## src/dtoi_pkg.sv

```systemverilog
// Shared types and constants for the decimal text to integer converter.
`default_nettype none

package dtoi_pkg;

	localparam int unsigned VALUE_W = 64;

	// Target kind codes.
	localparam logic [1:0] KIND_INT64  = 2'd0;
	localparam logic [1:0] KIND_UINT64 = 2'd1;
	localparam logic [1:0] KIND_INT32  = 2'd2;
	localparam logic [1:0] KIND_UINT32 = 2'd3;

	// Characters of interest.
	localparam logic [7:0] CH_ZERO  = 8'h30;
	localparam logic [7:0] CH_NINE  = 8'h39;
	localparam logic [7:0] CH_PLUS  = 8'h2B;
	localparam logic [7:0] CH_MINUS = 8'h2D;

	typedef struct packed {
		logic [7:0] ch;
		logic       last;
		logic [1:0] kind;
	} ch_word_t;

	typedef struct packed {
		logic [VALUE_W-1:0] value;
		logic               valid_res;
	} res_word_t;

	// Everything the range check needs about one finished text.
	typedef struct packed {
		logic [VALUE_W-1:0] accum;
		logic               is_negative;
		logic               parsed;
		logic [1:0]         held_kind;
	} text_snap_t;

endpackage

`default_nettype wire

```

## src/dtoi_accum.sv

```systemverilog
// Per-text parse state: sign handling, digit accumulation and overflow detection.
`default_nettype none

module dtoi_accum (
	input  logic                  clk,
	input  logic                  arst_n,
	input  logic                  take,
	input  dtoi_pkg::ch_word_t    word,
	output dtoi_pkg::text_snap_t  snap
);

	logic [dtoi_pkg::VALUE_W-1:0] accum_q;
	logic                         is_negative_q;
	logic                         failed_q;
	logic                         at_start_q;
	logic                         digit_seen_q;
	logic [1:0]                   held_kind_q;

	logic [dtoi_pkg::VALUE_W-1:0] accum_d;
	logic                         is_negative_d;
	logic                         failed_d;
	logic                         digit_seen_d;
	logic [1:0]                   held_kind_d;

	logic       is_digit;
	logic [7:0] diff;
	logic [3:0] digit;
	logic [dtoi_pkg::VALUE_W+3:0] prod;
	logic       overflow;
	logic       kind_signed;
	logic       do_digit;

	assign is_digit = (word.ch >= dtoi_pkg::CH_ZERO) && (word.ch <= dtoi_pkg::CH_NINE);
	assign diff     = word.ch - dtoi_pkg::CH_ZERO;
	assign digit    = diff[3:0];

	// accum*10 + digit as 8*accum + 2*accum + digit; any carry past 64 bits is overflow.
	assign prod = {1'b0, accum_q, 3'b000} + {3'b000, accum_q, 1'b0}
		+ {{dtoi_pkg::VALUE_W{1'b0}}, digit};
	assign overflow = |prod[dtoi_pkg::VALUE_W+3:dtoi_pkg::VALUE_W];

	assign kind_signed = (word.kind == dtoi_pkg::KIND_INT64)
		|| (word.kind == dtoi_pkg::KIND_INT32);

	always_comb begin
		accum_d       = accum_q;
		is_negative_d = is_negative_q;
		failed_d      = failed_q;
		digit_seen_d  = digit_seen_q;
		held_kind_d   = held_kind_q;
		do_digit      = 1'b0;
		if (at_start_q) begin
			held_kind_d = word.kind;
			if (word.ch == dtoi_pkg::CH_PLUS) begin
				do_digit = 1'b0;
			end else if (word.ch == dtoi_pkg::CH_MINUS && kind_signed) begin
				is_negative_d = 1'b1;
			end else begin
				do_digit = 1'b1;
			end
		end else begin
			do_digit = !failed_q;
		end
		if (do_digit) begin
			if (!is_digit || overflow) begin
				failed_d = 1'b1;
			end else begin
				accum_d      = prod[dtoi_pkg::VALUE_W-1:0];
				digit_seen_d = 1'b1;
			end
		end
	end

	assign snap.accum       = accum_d;
	assign snap.is_negative = is_negative_d;
	assign snap.parsed      = !failed_d && digit_seen_d;
	assign snap.held_kind   = held_kind_d;

	always_ff @(posedge clk or negedge arst_n) begin
		if (!arst_n) begin
			accum_q       <= '0;
			is_negative_q <= 1'b0;
			failed_q      <= 1'b0;
			at_start_q    <= 1'b1;
			digit_seen_q  <= 1'b0;
			held_kind_q   <= dtoi_pkg::KIND_INT64;
		end else if (take) begin
			if (word.last) begin
				accum_q       <= '0;
				is_negative_q <= 1'b0;
				failed_q      <= 1'b0;
				at_start_q    <= 1'b1;
				digit_seen_q  <= 1'b0;
				held_kind_q   <= dtoi_pkg::KIND_INT64;
			end else begin
				accum_q       <= accum_d;
				is_negative_q <= is_negative_d;
				failed_q      <= failed_d;
				at_start_q    <= 1'b0;
				digit_seen_q  <= digit_seen_d;
				held_kind_q   <= held_kind_d;
			end
		end
	end

	// A finished text always leaves the state rearmed for the next one.
	a_rearm: assert property (@(posedge clk) disable iff (!arst_n)
		take && word.last |=> at_start_q && (accum_q == '0) && !failed_q && !digit_seen_q)
		else $error("parse state not cleared after last character");

	// A minus sign is only ever held for a signed target.
	a_neg_signed: assert property (@(posedge clk) disable iff (!arst_n)
		is_negative_q |-> (held_kind_q == dtoi_pkg::KIND_INT64)
			|| (held_kind_q == dtoi_pkg::KIND_INT32))
		else $error("negative sign held for unsigned kind");

	// Mid-text, the state has left its start condition.
	a_started: assert property (@(posedge clk) disable iff (!arst_n)
		(is_negative_q || digit_seen_q || failed_q) |-> !at_start_q)
		else $error("progress recorded while still at start of text");

endmodule

`default_nettype wire

```

## src/dtoi_range.sv

```systemverilog
// Range check against the target kind and two's-complement result forming.
`default_nettype none

module dtoi_range (
	input  dtoi_pkg::text_snap_t snap,
	output dtoi_pkg::res_word_t  word
);

	logic                         fits;
	logic                         ok;
	logic [dtoi_pkg::VALUE_W-1:0] a;

	assign a = snap.accum;

	always_comb begin
		case (snap.held_kind)
			dtoi_pkg::KIND_INT64: begin
				// Magnitude 2^63 is allowed only for the most negative value.
				if (snap.is_negative) begin
					fits = !a[63] || (a[62:0] == '0);
				end else begin
					fits = !a[63];
				end
			end
			dtoi_pkg::KIND_UINT64: begin
				fits = 1'b1;
			end
			dtoi_pkg::KIND_INT32: begin
				if (snap.is_negative) begin
					fits = (a[63:32] == '0) && (!a[31] || (a[30:0] == '0));
				end else begin
					fits = (a[63:31] == '0);
				end
			end
			default: begin
				fits = (a[63:32] == '0);
			end
		endcase
	end

	assign ok = snap.parsed && fits;

	always_comb begin
		word.valid_res = ok;
		if (!ok) begin
			word.value = '0;
		end else if (snap.is_negative) begin
			word.value = '0 - a;
		end else begin
			word.value = a;
		end
	end

endmodule

`default_nettype wire

```

## src/decimal_text_to_integer_core.sv

```systemverilog
// Top level of the decimal text to integer converter: handshakes and stage registers.
`default_nettype none

// Takes one character word per cycle while the input is not stalled, with no gaps between texts.
// The result of a text passes from the input register through the parse state snapshot,
// then through the range check into the output register.
// A last character waits in the input register only while the snapshot and output stages
// are both full and the output is stalled; any other character never stalls the input.
// Reset clears all stage valid flags and rearms the parse state for a new text.

module decimal_text_to_integer_core (
	input  logic                clk,
	input  logic                arst_n,
	input  logic                ch_valid,
	output logic                ch_stall,
	input  dtoi_pkg::ch_word_t  ch_word,
	output logic                res_valid,
	input  logic                res_stall,
	output dtoi_pkg::res_word_t res_word
);

	logic                 s1_v_q;
	dtoi_pkg::ch_word_t   ch_s1;
	logic                 s2_v_q;
	dtoi_pkg::text_snap_t snap_s2;
	logic                 res_v_q;
	dtoi_pkg::res_word_t  res_word_q;

	dtoi_pkg::text_snap_t snap;
	dtoi_pkg::res_word_t  final_word;

	logic res_free;
	logic s2_free;
	logic s1_move;

	assign res_free = !res_v_q || !res_stall;
	assign s2_free  = !s2_v_q || res_free;
	// Only a last character needs room downstream; others just update the state.
	assign s1_move  = s1_v_q && (!ch_s1.last || s2_free);
	assign ch_stall = s1_v_q && !s1_move;

	dtoi_accum u_accum (
		.clk    (clk),
		.arst_n (arst_n),
		.take   (s1_move),
		.word   (ch_s1),
		.snap   (snap)
	);

	dtoi_range u_range (
		.snap (snap_s2),
		.word (final_word)
	);

	always_ff @(posedge clk or negedge arst_n) begin
		if (!arst_n) begin
			s1_v_q  <= 1'b0;
			s2_v_q  <= 1'b0;
			res_v_q <= 1'b0;
		end else begin
			if (!ch_stall) begin
				s1_v_q <= ch_valid;
			end
			if (s2_free) begin
				s2_v_q <= s1_move && ch_s1.last;
			end
			if (res_free) begin
				res_v_q <= s2_v_q;
			end
		end
	end

	always_ff @(posedge clk) begin
		if (!ch_stall && ch_valid) begin
			ch_s1 <= ch_word;
		end
		if (s1_move && ch_s1.last) begin
			snap_s2 <= snap;
		end
		if (res_free && s2_v_q) begin
			res_word_q <= final_word;
		end
	end

	assign res_valid = res_v_q;
	assign res_word  = res_word_q;

	// An invalid text always reports a zero value.
	a_zero_invalid: assert property (@(posedge clk) disable iff (!arst_n)
		res_valid && !res_word.valid_res |-> (res_word.value == '0))
		else $error("invalid result carries a nonzero value");

	// A last character that leaves the input stage lands in the snapshot stage.
	a_last_to_s2: assert property (@(posedge clk) disable iff (!arst_n)
		s1_move && ch_s1.last |=> s2_v_q)
		else $error("finished text lost between stages");

	// The input side stalls only when the input stage holds a word it cannot pass on.
	a_stall_cause: assert property (@(posedge clk) disable iff (!arst_n)
		ch_stall |-> s1_v_q && ch_s1.last && s2_v_q && res_v_q && res_stall)
		else $error("input stalled without a full downstream");

endmodule

`default_nettype wire

```

## config.mk

```make
export PLATFORM = sky130hd
export DESIGN_NAME = decimal_text_to_integer_core
export DESIGN_NICKNAME = d
export VERILOG_FILES = /design/src/dtoi_pkg.sv /design/src/dtoi_accum.sv /design/src/dtoi_range.sv /design/src/decimal_text_to_integer_core.sv
export SDC_FILE = /design/constraint.sdc
export NUM_CORES = 1
export LEC_CHECK = 0
export ABC_AREA = 1
export BUFFER_PORTS_ARGS = -buffer_cell sky130_fd_sc_hd__buf_2
export CORE_MARGIN = 4
export CORE_UTILIZATION = 68
export CTS_BUF_LIST = sky130_fd_sc_hd__clkbuf_8 sky130_fd_sc_hd__clkbuf_16
export DETAILED_ROUTE_END_ITERATION = 7
export GPL_TIMING_DRIVEN = 0
export PLACE_DENSITY_LB_ADDON = 0.25
export SLEW_MARGIN = 30
export SYNTH_ARGS = -nofsm -noshare
export SYNTH_HDL_FRONTEND = slang
export SYNTH_SLANG_ARGS = --single-unit
```

## constraint.sdc

```tcl
create_clock -name clk -period 5.8 [get_ports clk]
set_input_delay 0.58 -clock clk [delete_from_list [all_inputs] [get_ports clk]]
set_output_delay 0.58 -clock clk [all_outputs]
set_load 0.01 [all_outputs]
```

## Word-level counts from Yosys, hierarchy flattened

Index checks and enable logic that the tools add are counted.

- Multiplexer cells: 23
- Order comparisons: 2
- Equal/unequal tests: 5
- Reduce and logical (&&, ||, !) cells: 35
- Add/subtract/negate cells: 4

Operator list:

| cell | count |
|---|---|
| $mux 64 | 4 |
| $add 67x65->68 | 1 |
| $add 68x4->68 | 1 |
| $sub 1x64->64 const A | 1 |
| $logic_not 63->1 | 1 |
| $logic_not 33->1 | 1 |
| $logic_not 32->1 | 1 |
| $logic_not 31->1 | 1 |
| $eq 8x6->1 const B | 2 |
| $mux 1 | 16 |
| $logic_not 1->1 | 11 |
| $logic_and 1x1->1 | 10 |
| $ge 8x6->1 const B | 1 |
| $le 8x6->1 const B | 1 |
| $logic_or 1x1->1 | 7 |
| $eq 2x2->1 const B | 2 |
| $logic_not 2->1 | 2 |
| $mux 2 | 2 |
| $reduce_or 4->1 | 1 |
| $sub 4x1->4 const B | 1 |
| $pmux 1 s3 | 1 |
| $eq 2x1->1 const B | 1 |

- Word-level logic and storage cells: 87
- Register bits: 217
- Output and inout port bits: 67

## Logic depth before layout (Yosys ltp)

- Depth in word-level cells: 9
- Depth in mapped cells: 25

## Hierarchy

Synthesis repeated with hierarchy kept, for this count alone.

- Cell total of the unflattened synthesis: 2469
- Area total of the unflattened synthesis: 17991.0 sq um

By module, submodules not included:

| module | cells an instance | times used | area each (sq um) |
|---|---|---|---|
| dtoi_accum | 1701 | 1 | 10331.2 |
| decimal_text_to_integer_core | 163 | 1 | 4469.3 |
| dtoi_range | 605 | 1 | 3190.6 |

## Worst setup path after synthesis

OpenSTA, ideal clock, no wires.

- Path kind: input to register
- Start point: in res_stall
- End point: reg res_word_q (netlist bit res_word[0]), enable pin
- Stages: 3
- Buffers on the path: 0
- Data arrival time: 3.431 ns
- Setup slack: 1.879 ns
- Setup time: 0.490 ns
- Cell sequence: nand2_1 -> inv_1 -> nor2_1

- Cells in the longest elaborated chain, start to end: 3

RTL lines:

| item | RTL line | source |
|---|---|---|
| start, declared | decimal_text_to_integer_core.sv:18 | `input logic res_stall,` |
| $logic_not 1->1 | decimal_text_to_integer_core.sv:36 | `assign res_free = !res_v_q \|\| !res_stall;` |
| $logic_or 1x1->1 | decimal_text_to_integer_core.sv:36 |  |
| $logic_and 1x1->1 | decimal_text_to_integer_core.sv:80 | `if (res_free && s2_v_q) begin` |
| end signal, assigned | decimal_text_to_integer_core.sv:81 | `res_word_q <= final_word;` |
| end, declared | decimal_text_to_integer_core.sv:27 | `dtoi_pkg::res_word_t res_word_q;` |

No other way between the ends.
A chain may end at the register's enable or synchronous reset.

==> flow_summary.ini <==
[flow_run]
drv_cap = 0

[setup_path]
r2r_start = u_accum.accum_q[2]$_DFFE_PN0P_
reg2reg_slack_ps = 1850
cp_cell_sequence = inv_1 -> fa_1 -> fa_1 -> inv_1 -> nand2_1 -> nand2_1 -> nand3_1 -> nand2_2 -> nand2_1 -> nand2_2 -> nand2_1 -> nand2_2 -> nand2_2 -> nand2_2 -> nand2_1 -> nand2_1 -> nor2_1 -> nand3_1 -> buf_6 -> buf_2 -> nand2_1 -> nand2_1 -> inv_1
cp-end-kind = flip-flop
critPathMaxStageDelay_ps = 490
critPathRequiredTime_ps = 6080
cp.arrival_ps = 4230
startpoint_type = flip-flop
crit_type = reg -> reg
cpMaxStageDelayCell = fa_1
r2r-end = snap_s2[63]$_DFFE_PP_
worst-path-buf-inv = 5
crit_fanout = 10
critPathTopFamily = simple AND/OR/NAND/NOR gates
cp_common_cell = nand2_1
r2r_cells = 23

[synth]
syn_avg_cell_area_um2 = 7.33
synth.top_cells.by_area = edfxtp_1 (25%), nand2_1 (16%), dfrtp_1 (10%)
synthesis.area_um2 = 17200
synth_common_cells = nand2_1 (748), inv_1 (295), nor2_1 (285)
synth_top_area_frac = 0.252
yosys_warnings = 0
synth.most_common_cell = nand2_1
async_flop_share = 0.336
ys_seq_area_frac = 0.358
synth_edf_count = 144
ys_seq_elements = 217
synth_largest_area_cell = edfxtp_1
syn_inst = 2343
syn_nets = 2488
synthFlopType = edfxtp_1
synth.distinct_cells = 49

[pwr]
total_power_w = 0.00356
leakage_nw = 9.73
power.switching_w = 0.000954
peakVddDrop_uv = 248
pwr-share-comb = 0.099
seq_power_share = 0.494
pwr-share-clk = 0.407
cellInternalPower_w = 0.00261
p_per_area_nw_per_um2 = 189
swShare = 0.268

[cells_and_area]
design_area_um2 = 18800
drive_above_1_share = 0.122
syn_to_final_growth_pct = 9.72
antennaDiodeCount = 0
fin_nets = 2598

[sta]
setup_viol = 0
fin_tns_setup_ps = 0
worstMarginPinSlew_ps = 938
finalCritPeriodShare = 0.681
maxSlewHeadroom = 0.375
clock.fmax_mhz = 253
fin_skew_ps = 16.8
finalHoldViolations = 0
rsz0062_at_grt = false
drv_slew = 0
worst_slack_ps = 1850
period_needed_ps = 3950

[floorplanning]
die-area_um2 = 27900
die_width_um = 167
core_um2 = 24600
die_y_um = 167
ioPinCount = 82
start_util = 0.698
rows = 57

[route]
num_vias = 16300
vias_per_cell = 5.83
ant_nets = 0
wl_um = 51400
drt-pass1-iter-count = 6
wl_per_cell_um = 18.4
drtIter0Drc = 1933
drc = 0

[global_routing]
antenna_found_initial = 2
grt_overflow = 0
grt_usage = 0.361
grt_pass1_wl_um = 80600
grt_pass1_vias = 15500
grt_max_degree = 61

[clocking]
cts_inserted_buffers = 22
clock-sinks = 217
clk_pin_slew_ps = 70
htreeDepth = 1
clk_latency_ps = 540
cts_tree = built
cts_setup_buffers = 0
cts_root_buf = clkbuf_16
cts_buffer_depth = 3

[worst_hold_path]
hold_start = ch_word[2]
hold_path_end = ch_s1[2]$_DFFE_PP_
whs_path_depth = 1
hold_class = in -> reg

[placed_design]
dp_hpwl_um = 40100
place_area_um2 = 18100
place_ws_ps = 1930
gp_congestion = 1.08
portBuffers = 81

[outcome]
outcome = completed
[flip-flops by register name, indices dropped and copies added (netlist names), 2 cells and up]
signal / count
snap_s2: 68
u_accum.held_kind_q: 2
u_accum.accum_q: 64
ch_s1: 11
res_word: 65
[cell usage in the layout (no fill, tap or decap), drive strengths merged, types with 3 or more instances in the layout]
cell and instances:
o21ai 34, buf 118, mux2i 3, or2 6, nand3b 7, o21bai 25
o211ai 3, a21oi 100, clkinv 6, nor4 13, ha 128, nand4 22
xor2 79, nand3 146, edfxtp 144, and2 11, dfrtp 72, nor2 297
xnor2 24, a21o 3, nand2 807, clkbuf 39, nor3 44, inv 322
a31oi 3
[repair_timing]
action	CTS	global route
endpoints found under the hold margin	3	0
gates resized for setup	0	0
hold buffers	1	0
setup endpoints to repair	0	0
[worst reg2reg max path, cell delays in order (launching register included)]
cell	delay, ps
dfrtp_1	420
inv_1	100
fa_1	470
fa_1	490
inv_1	70
nand2_1	60
nand2_1	100
nand3_1	110
nand2_2	110
nand2_1	70
nand2_2	120
nand2_1	90
nand2_2	140
nand2_2	90
nand2_2	70
nand2_1	50
nand2_1	90
nor2_1	60
nand3_1	120
buf_6	200
buf_2	280
nand2_1	110
nand2_1	190
inv_1	80
[routing by layer]
metal  GRT usage  routed length [um]  vias to the layer above
li1            -                   -                     7711
met1       0.459               19900                     7388
met2       0.600               23600                      957
met3      0.0676                4970                      230
met4       0.167                2950                        4
met5           0                  24                        -
[power groups by stage]
stage	clock, W	combinational [W]	sequential [W]
3_3_place_gp	0	0.000311	0.00179
3_5_place_dp	0	0.000339	0.00179
4_1_cts	0.00145	0.000346	0.00176
5_1_grt	0.00153	0.000380	0.00176
6_report	0.00145	0.000351	0.00176
2_1_floorplan	0	0.000190	0.00180
[cells by family after synthesis]
kind of cell,synth area share
flops,0.358
simple gates,0.346
fa+ha+maj,0.0956
mux,0.00175
compound gates,0.0569
buf+inv,0.0886
xor+xnor,0.0526
[cell type report]
class / instances / area [um^2]
flip-flops and latches: 217 / 6150
repair buffers: 86 / 520
inverters: 313 / 1180
plain buffers: 49 / 347
multi-input cells: 1764 / 9500
clock buffers: 23 / 564
clock inverters: 17 / 166
well taps: 324 / 405
fillers: 1817 / 5770
[metrics by stage]
stage	hold WS, ps	std cells	util
floorplan	284	2343	-
global placement	453	2748	0.731
detailed placement	496	2752	0.735
CTS	213	2793	0.765
global route	215	2793	0.765
finish	217	2793	0.765
[worst max-delay path by stage]
stage	startpoint	end	slack, ps	depth (start not counted)
2_1_floorplan	res_stall	res_word[0]$_DFFE_PP_	1880	3
3_3_place_gp	res_stall	res_word[40]$_SDFFCE_PN0P_	1200	4
3_5_place_dp	ch_s1[6]$_DFFE_PP_	snap_s2[63]$_DFFE_PP_	1930	23
4_1_cts	ch_s1[6]$_DFFE_PP_	snap_s2[63]$_DFFE_PP_	1900	23
5_1_grt	u_accum.accum_q[0]$_DFFE_PN0P_	snap_s2[63]$_DFFE_PP_	1640	23
6_report	u_accum.accum_q[2]$_DFFE_PN0P_	snap_s2[63]$_DFFE_PP_	1850	23
Note: power is estimated with default switching activity, not from simulation.
